===== src/design/gzhp_pkg.sv =====
// Types and constants shared by the gzip header parser modules.
// No dependencies.
package gzhp_pkg;

  localparam logic [1:0] KIND_ERROR = 2'd0;
  localparam logic [1:0] KIND_TIME  = 2'd1;
  localparam logic [1:0] KIND_NAME  = 2'd2;
  localparam logic [1:0] KIND_DONE  = 2'd3;

  localparam logic [7:0] MAGIC_ID1 = 8'h1F;
  localparam logic [7:0] MAGIC_ID2 = 8'h8B;

  localparam int unsigned FLAG_EXTRA_BIT = 2;
  localparam int unsigned FLAG_NAME_BIT  = 3;

  typedef struct packed {
    logic [7:0] byte_in;
    logic       restart;
  } gzhp_in_t;

  typedef struct packed {
    logic [1:0]  kind;
    logic [31:0] value;
    logic        time_found;
  } gzhp_out_t;

  // Result of one parse step: whether it emits, and what.
  typedef struct packed {
    logic      valid;
    gzhp_out_t item;
  } gzhp_res_t;

endpackage


===== src/design/gzhp_fsm.sv =====
// Header parse state machine: one byte per step, zero or one result.
// Depends on gzhp_pkg.
module gzhp_fsm (
  input  logic                clk,
  input  logic                rst_n,
  input  logic                step,
  input  gzhp_pkg::gzhp_in_t  in_item,
  output gzhp_pkg::gzhp_res_t res
);

  typedef enum logic [3:0] {
    PH_ID1, PH_ID2, PH_METHOD, PH_FLAGS, PH_MTIME,
    PH_XFL, PH_OS, PH_XLEN, PH_EXTRA, PH_NAME, PH_IDLE
  } phase_t;

  phase_t      phase_r, phase_nxt;
  logic [1:0]  idx_r, idx_nxt;
  logic        extra_r, extra_nxt;
  logic        name_r, name_nxt;
  logic [31:0] acc_r, acc_nxt;
  logic [15:0] skip_r, skip_nxt;

  logic [7:0]  b;
  phase_t      ph;

  always_comb begin
    b         = in_item.byte_in;
    ph        = in_item.restart ? PH_ID1 : phase_r;
    phase_nxt = ph;
    idx_nxt   = idx_r;
    extra_nxt = extra_r;
    name_nxt  = name_r;
    acc_nxt   = acc_r;
    skip_nxt  = skip_r;
    res       = '0;

    case (ph)
      PH_ID1: begin
        extra_nxt = 1'b0;
        name_nxt  = 1'b0;
        acc_nxt   = '0;
        skip_nxt  = '0;
        idx_nxt   = {1'b0, b == gzhp_pkg::MAGIC_ID1};
        phase_nxt = PH_ID2;
      end
      PH_ID2: begin
        idx_nxt = 2'd0;
        if (idx_r[0] && b == gzhp_pkg::MAGIC_ID2) begin
          phase_nxt = PH_METHOD;
        end else begin
          phase_nxt      = PH_IDLE;
          res.valid      = 1'b1;
          res.item.kind  = gzhp_pkg::KIND_ERROR;
        end
      end
      PH_METHOD: phase_nxt = PH_FLAGS;
      PH_FLAGS: begin
        extra_nxt = b[gzhp_pkg::FLAG_EXTRA_BIT];
        name_nxt  = b[gzhp_pkg::FLAG_NAME_BIT];
        idx_nxt   = 2'd0;
        acc_nxt   = '0;
        phase_nxt = PH_MTIME;
      end
      PH_MTIME: begin
        // little-endian: byte idx lands in lane idx
        case (idx_r)
          2'd0:    acc_nxt = acc_r | {24'd0, b};
          2'd1:    acc_nxt = acc_r | {16'd0, b, 8'd0};
          2'd2:    acc_nxt = acc_r | {8'd0, b, 16'd0};
          default: acc_nxt = acc_r | {b, 24'd0};
        endcase
        if (idx_r == 2'd3) begin
          idx_nxt                = 2'd0;
          phase_nxt              = PH_XFL;
          res.valid              = 1'b1;
          res.item.kind          = gzhp_pkg::KIND_TIME;
          res.item.value         = acc_nxt;
          res.item.time_found    = acc_nxt != 32'd0;
        end else begin
          idx_nxt = idx_r + 2'd1;
        end
      end
      PH_XFL: phase_nxt = PH_OS;
      PH_OS: begin
        if (extra_r) begin
          idx_nxt   = 2'd0;
          phase_nxt = PH_XLEN;
        end else if (name_r) begin
          phase_nxt = PH_NAME;
        end else begin
          phase_nxt     = PH_IDLE;
          res.valid     = 1'b1;
          res.item.kind = gzhp_pkg::KIND_DONE;
        end
      end
      PH_XLEN: begin
        if (!idx_r[0]) begin
          skip_nxt = {8'd0, b};
          idx_nxt  = 2'd1;
        end else begin
          skip_nxt = {b, skip_r[7:0]};
          idx_nxt  = 2'd0;
          if (skip_nxt != 16'd0) begin
            phase_nxt = PH_EXTRA;
          end else if (name_r) begin
            phase_nxt = PH_NAME;
          end else begin
            phase_nxt     = PH_IDLE;
            res.valid     = 1'b1;
            res.item.kind = gzhp_pkg::KIND_DONE;
          end
        end
      end
      PH_EXTRA: begin
        skip_nxt = skip_r - 16'd1;
        if (skip_nxt == 16'd0) begin
          if (name_r) begin
            phase_nxt = PH_NAME;
          end else begin
            phase_nxt     = PH_IDLE;
            res.valid     = 1'b1;
            res.item.kind = gzhp_pkg::KIND_DONE;
          end
        end
      end
      PH_NAME: begin
        res.valid = 1'b1;
        if (b == 8'd0) begin
          phase_nxt     = PH_IDLE;
          res.item.kind = gzhp_pkg::KIND_DONE;
        end else begin
          res.item.kind  = gzhp_pkg::KIND_NAME;
          res.item.value = {24'd0, b};
        end
      end
      default: phase_nxt = PH_IDLE;
    endcase
  end

  always_ff @(posedge clk) begin
    if (!rst_n) begin
      phase_r <= PH_ID1;
      idx_r   <= 2'd0;
      extra_r <= 1'b0;
      name_r  <= 1'b0;
      acc_r   <= '0;
      skip_r  <= '0;
    end else if (step) begin
      phase_r <= phase_nxt;
      idx_r   <= idx_nxt;
      extra_r <= extra_nxt;
      name_r  <= name_nxt;
      acc_r   <= acc_nxt;
      skip_r  <= skip_nxt;
    end
  end

endmodule


===== src/design/gzip_header_parser.sv =====
// gzip member header parser top level: input register, parse step, result register.
// Depends on gzhp_pkg and gzhp_fsm.
//
//   channel | ports                           | payload
//   --------+---------------------------------+---------------------------
//   input   | in_valid, in_stall, in_data     | gzhp_in_t  (byte, restart)
//   result  | out_valid, out_stall, out_data  | gzhp_out_t (kind, value, found)
//
// One byte per cycle sustained while results are not stalled; a result passes the input
// register and the result register; the combinational parse step sets the rate.
// Synchronous active-low reset puts the parser at the first magic byte.
// A stalled result holds the parse step; in_stall rises as soon as a byte is held
// in the input register, so at most one byte waits there.
module gzip_header_parser (
  input  logic                clk,
  input  logic                rst_n,
  input  logic                in_valid,
  output logic                in_stall,
  input  gzhp_pkg::gzhp_in_t  in_data,
  output logic                out_valid,
  input  logic                out_stall,
  output gzhp_pkg::gzhp_out_t out_data
);

  logic                in_valid_r;
  gzhp_pkg::gzhp_in_t  in_data_r;
  logic                out_valid_r;
  gzhp_pkg::gzhp_out_t out_data_r;

  logic                advance;
  logic                accept;
  gzhp_pkg::gzhp_res_t res;

  assign advance   = in_valid_r && (!out_valid_r || !out_stall);
  assign in_stall  = in_valid_r && !advance;
  assign accept    = in_valid && !in_stall;
  assign out_valid = out_valid_r;
  assign out_data  = out_data_r;

  gzhp_fsm u_fsm (
    .clk     (clk),
    .rst_n   (rst_n),
    .step    (advance),
    .in_item (in_data_r),
    .res     (res)
  );

  always_ff @(posedge clk) begin
    if (!rst_n) begin
      in_valid_r  <= 1'b0;
      out_valid_r <= 1'b0;
    end else begin
      if (accept) begin
        in_valid_r <= 1'b1;
      end else if (advance) begin
        in_valid_r <= 1'b0;
      end
      if (advance && res.valid) begin
        out_valid_r <= 1'b1;
      end else if (!out_stall) begin
        out_valid_r <= 1'b0;
      end
    end
  end

  always_ff @(posedge clk) begin
    if (accept) begin
      in_data_r <= in_data;
    end
    if (advance && res.valid) begin
      out_data_r <= res.item;
    end
  end

  a_stall_needs_pending: assert property (@(posedge clk) disable iff (!rst_n)
    in_stall |-> in_valid_r)
    else $error("input stalled with empty input register");

  a_result_lands: assert property (@(posedge clk) disable iff (!rst_n)
    advance && res.valid |=> out_valid_r)
    else $error("parse result not registered");

  a_found_matches_time: assert property (@(posedge clk) disable iff (!rst_n)
    out_valid_r && out_data_r.kind == gzhp_pkg::KIND_TIME
      |-> out_data_r.time_found == (out_data_r.value != 32'd0))
    else $error("time_found disagrees with modification time");

  a_found_only_time: assert property (@(posedge clk) disable iff (!rst_n)
    out_valid_r && out_data_r.kind != gzhp_pkg::KIND_TIME |-> !out_data_r.time_found)
    else $error("time_found set on non-time transaction");

endmodule

===== config.mk =====
export PLATFORM = sky130hd
export DESIGN_NAME = gzip_header_parser
export DESIGN_NICKNAME = d
export VERILOG_FILES = /design/src/design/gzhp_pkg.sv /design/src/design/gzhp_fsm.sv /design/src/design/gzip_header_parser.sv
export SDC_FILE = /design/constraint.sdc
export NUM_CORES = 1
export LEC_CHECK = 0
export BUFFER_PORTS_ARGS = -buffer_cell sky130_fd_sc_hd__buf_2
export CAP_MARGIN = 0
export CORE_ASPECT_RATIO = 1.4
export CORE_MARGIN = 10
export CORE_UTILIZATION = 30
export DETAILED_ROUTE_END_ITERATION = 8
export GPL_TIMING_DRIVEN = 0
export SETUP_SLACK_MARGIN = 0.05
export SLEW_MARGIN = 10
export SYNTH_ARGS = -nofsm -noshare
export SYNTH_HDL_FRONTEND = slang
export SYNTH_SLANG_ARGS = --single-unit

===== constraint.sdc =====
create_clock -name clk -period 12.23 [get_ports clk]
set_input_delay 1.223 -clock clk [delete_from_list [all_inputs] [get_ports clk]]
set_output_delay 1.223 -clock clk [all_outputs]
set_load 0.01 [all_outputs]

==> summary.md <==
| Metric | Value |
|---|---|
| Status | finished clean |
| Max_cap viols | 0 |
| Total grt overflow | 0 |
| Share of cells above drive strength 1 | 13.7% |
| Worst setup EP type | flop |
| CTS sink cnt | about 100 |
| Arr. time, crit path | 3.76 ns |
| Chip height | around 180 microns |
| Row Count | 56 |
| Initial core utilization | 30.8% |
| Setup bufs post-CTS | 0 |
| Worst-Margin Slew | 0.955 ns |
| Yosys warns | 0 |
| DP HPWL | 10,900 microns |
| Post-Layout Cell Count | 874 |
| Layout area overhead | 17.0% |
| CTS Buf Count | 9 |
| Final Hold Viols | 0 |
| CTS Buffer Depth | 2 |
| Asr flop ratio synth | 0% |
| Max IR drop VDD | roughly 63 uV |
| DRT antenna net count | 0 |
| Yosys top cell by area | edfxtp_1 |
| DP Area | ~5800 sq um |
| Count leader, synth | nor2_1 |
| Synth cell types | 65 |
| Top cells by count, synth | 97 x nor2_1, 58 x dfxtp_1, 44 x edfxtp_1 |
| Worst hold path class | reg -> reg |
| Startpoint types | flop |
| Final Cell Area | between 6000 and 7000 sq um |
| Mapped Area | 5190 sq um |
| CP Max Fanout | 19 |
| WL final | 15,000 microns |
| Power Dens Cells | 121 nW/um^2 |
| Die area | 23,000 sq um |
| Final hold slack | 0.499 ns |
| Largest net degree at the start of global routing | 20 |
| Via Count | between 4,000 and 5,000 |
| Mean post-synth cell area | 9.02 sq um |
| Fillers | around 1,800 |
| TritonCTS clock tree | yes |
| Remaining DRCs | 0 |
| Total GRT Usage | 12.8% |
| Fin crit share | between 30% and 40% |
| First-pass GRT wire length | 24,100 microns |
| Max-slew violations | 0 |
| Clk_lat worst skew | 0.36 ns |
| RSZ-0062 raised after global routing | false |
| Clk root buf | clkbuf_16 |
| Die Wd | 131 microns |
| Final Setup Violations | 0 |
| WL/cell | 17.2 microns |
| Total negative slack | 0 ns |
| Core footprint | around 17,000 sq um |
| Number of diodes | 0 |
| GPL Wtd Cong | 0.889 |
| Sequential share of the synthesized area | around 48% |
| Clock slew at reported path FFs | 0.08 ns |
| Pre-Repair DR Iteration Count | 5 |
| Crit Path Class | reg -> reg |
| Layout Skew | 0.0100 ns |
| Synth Net Count | 595 |
| Drt via density | 5.36 |
| Synth Flop Type | dfxtp_1 |
| Hold_buf cts | 0 |
| Tmin final | between 3 and 4 ns |
| Top post-synthesis cells by area | edfxtp_1 25%, dfxtp_1 22%, nor2_1 7.0% |
| Slew headroom | between 30% and 40% |
| Lkg Pwr | 0.00219 uW |
| Post-synth EDFFs | 44 |
| Port Buffers | 49 |
| CTS resizes | 0 |
| Placed insts | ~860 |
| Initial antenna violation count | 0 |
| Yosys reg bits | 102 |
| Initial DRC count | 400 |
| Net count, final | 656 |
| I/O Pins | 50 |
| Synth top area share | 25.4% |
| Max H-tree Level | 3 |
| Vias in the first global route | between 4,000 and 5,000 |
| F_max | 0.270 GHz |
| Critical path required time | 12.29 ns |
| Mapped Cells | ~580 |
## power breakdown
group          internal [uW]  total, uW  leakage (uW)  switching, uW
logic                   20.8       65.3       0.00112           44.5
clock network            164        307      0.000151            143
registers                357        361      0.000925           4.13
## flip-flops by register name, indices dropped and copies added, names as in the netlist
name / count
in_data_r: 9
in_valid_r: 1
out_data: 35
out_valid: 1
u_fsm.acc_r: 32
u_fsm.extra_r: 1
u_fsm.idx_r: 2
u_fsm.name_r: 1
u_fsm.phase_r: 4
u_fsm.skip_r: 16
## cell families after synthesis
kind of cell               count (synthesis)  synth area share, %
AOI/OAI and AO/OA                        162                 21.2
buffers and inverters                     52                 3.85
and+or+nand+nor                          246                 24.2
DFF                                      102                 47.8
muxes                                      1                0.289
adders and majority gates                  6                 1.45
xor gates and xnor gates                   7                 1.18
## cell usage in the layout (no fill, tap or decap), drive strengths merged, types with 3 or more instances in the layout
| master | synthesis | final |
|---|---|---|
| a211oi | 4 | 4 |
| a21oi | 34 | 34 |
| a22o | 8 | 8 |
| a22oi | 24 | 24 |
| a31oi | 14 | 14 |
| a32oi | 7 | 7 |
| and2 | 22 | 22 |
| and3 | 7 | 7 |
| buf | 4 | 54 |
| clkbuf | 37 | 46 |
| dfxtp | 58 | 58 |
| edfxtp | 44 | 44 |
| ha | 6 | 6 |
| inv | 11 | 14 |
| nand2 | 29 | 29 |
| nand2b | 8 | 8 |
| nand3 | 16 | 16 |
| nand4 | 4 | 4 |
| nor2 | 97 | 97 |
| nor2b | 7 | 7 |
| nor3 | 15 | 15 |
| nor4 | 14 | 14 |
| o211ai | 4 | 4 |
| o21a | 12 | 12 |
| o21ai | 29 | 29 |
| o31ai | 3 | 3 |
| o41ai | 3 | 3 |
| or2 | 4 | 4 |
| or3 | 6 | 6 |
| or4 | 6 | 6 |
| xnor2 | 3 | 3 |
| xor2 | 4 | 4 |
## area by class of cell
cell class	instances	area, sq um	share of cell area (%)
inverters	11	41.3	0.679
clock buffers	9	225	3.71
well taps	232	290	4.78
clock inverters	7	91.3	1.50
multi-input cells	422	2530	41.6
flip-flops and latches	102	2480	40.8
plain buffers	41	159	2.61
repair buffers	50	260	4.28
## worst max-delay path, cell delays in order (launching register included)
cell	delay [ns]
dfxtp_1	0.51
ha_1	0.38
inv_1	0.20
nor4_2	0.75
a21oi_1	0.24
and3_1	0.25
a221oi_4	0.79
buf_8	0.27
## layer usage
layer  GRT usage, %  vias to the layer above  share of wire, %
li1               -                     2264                 -
met4           5.45                        0               1.9
met5              0                        -                 0
met3           2.80                       24               6.2
met2           22.5                      157                50
met1           14.6                     2241                42
## path summary, 6_finish.rpt
path | from | to | slack, ns | cells after the start
worst min-delay path | u_fsm.skip_r[15] | u_fsm.skip_r[15] | 0.50 | 2
worst max-delay path | u_fsm.idx_r[0] | out_data[11] | 8.53 | 7
worst max register to register | u_fsm.idx_r[0] | out_data[11] | 8.53 | 7
worst min register to register | u_fsm.skip_r[15] | u_fsm.skip_r[15] | 0.50 | 2
## metrics by stage
stage	total power (uW)	worst slack, ns	util, %
after floorplan	412	8.30	-
after global placement	433	7.36	33.9
after detailed placement	433	8.56	34.1
after CTS	737	8.53	36.0
after global routing	758	8.34	36.0
final	733	8.53	36.0
Note: power is estimated with default switching activity, not from simulation.
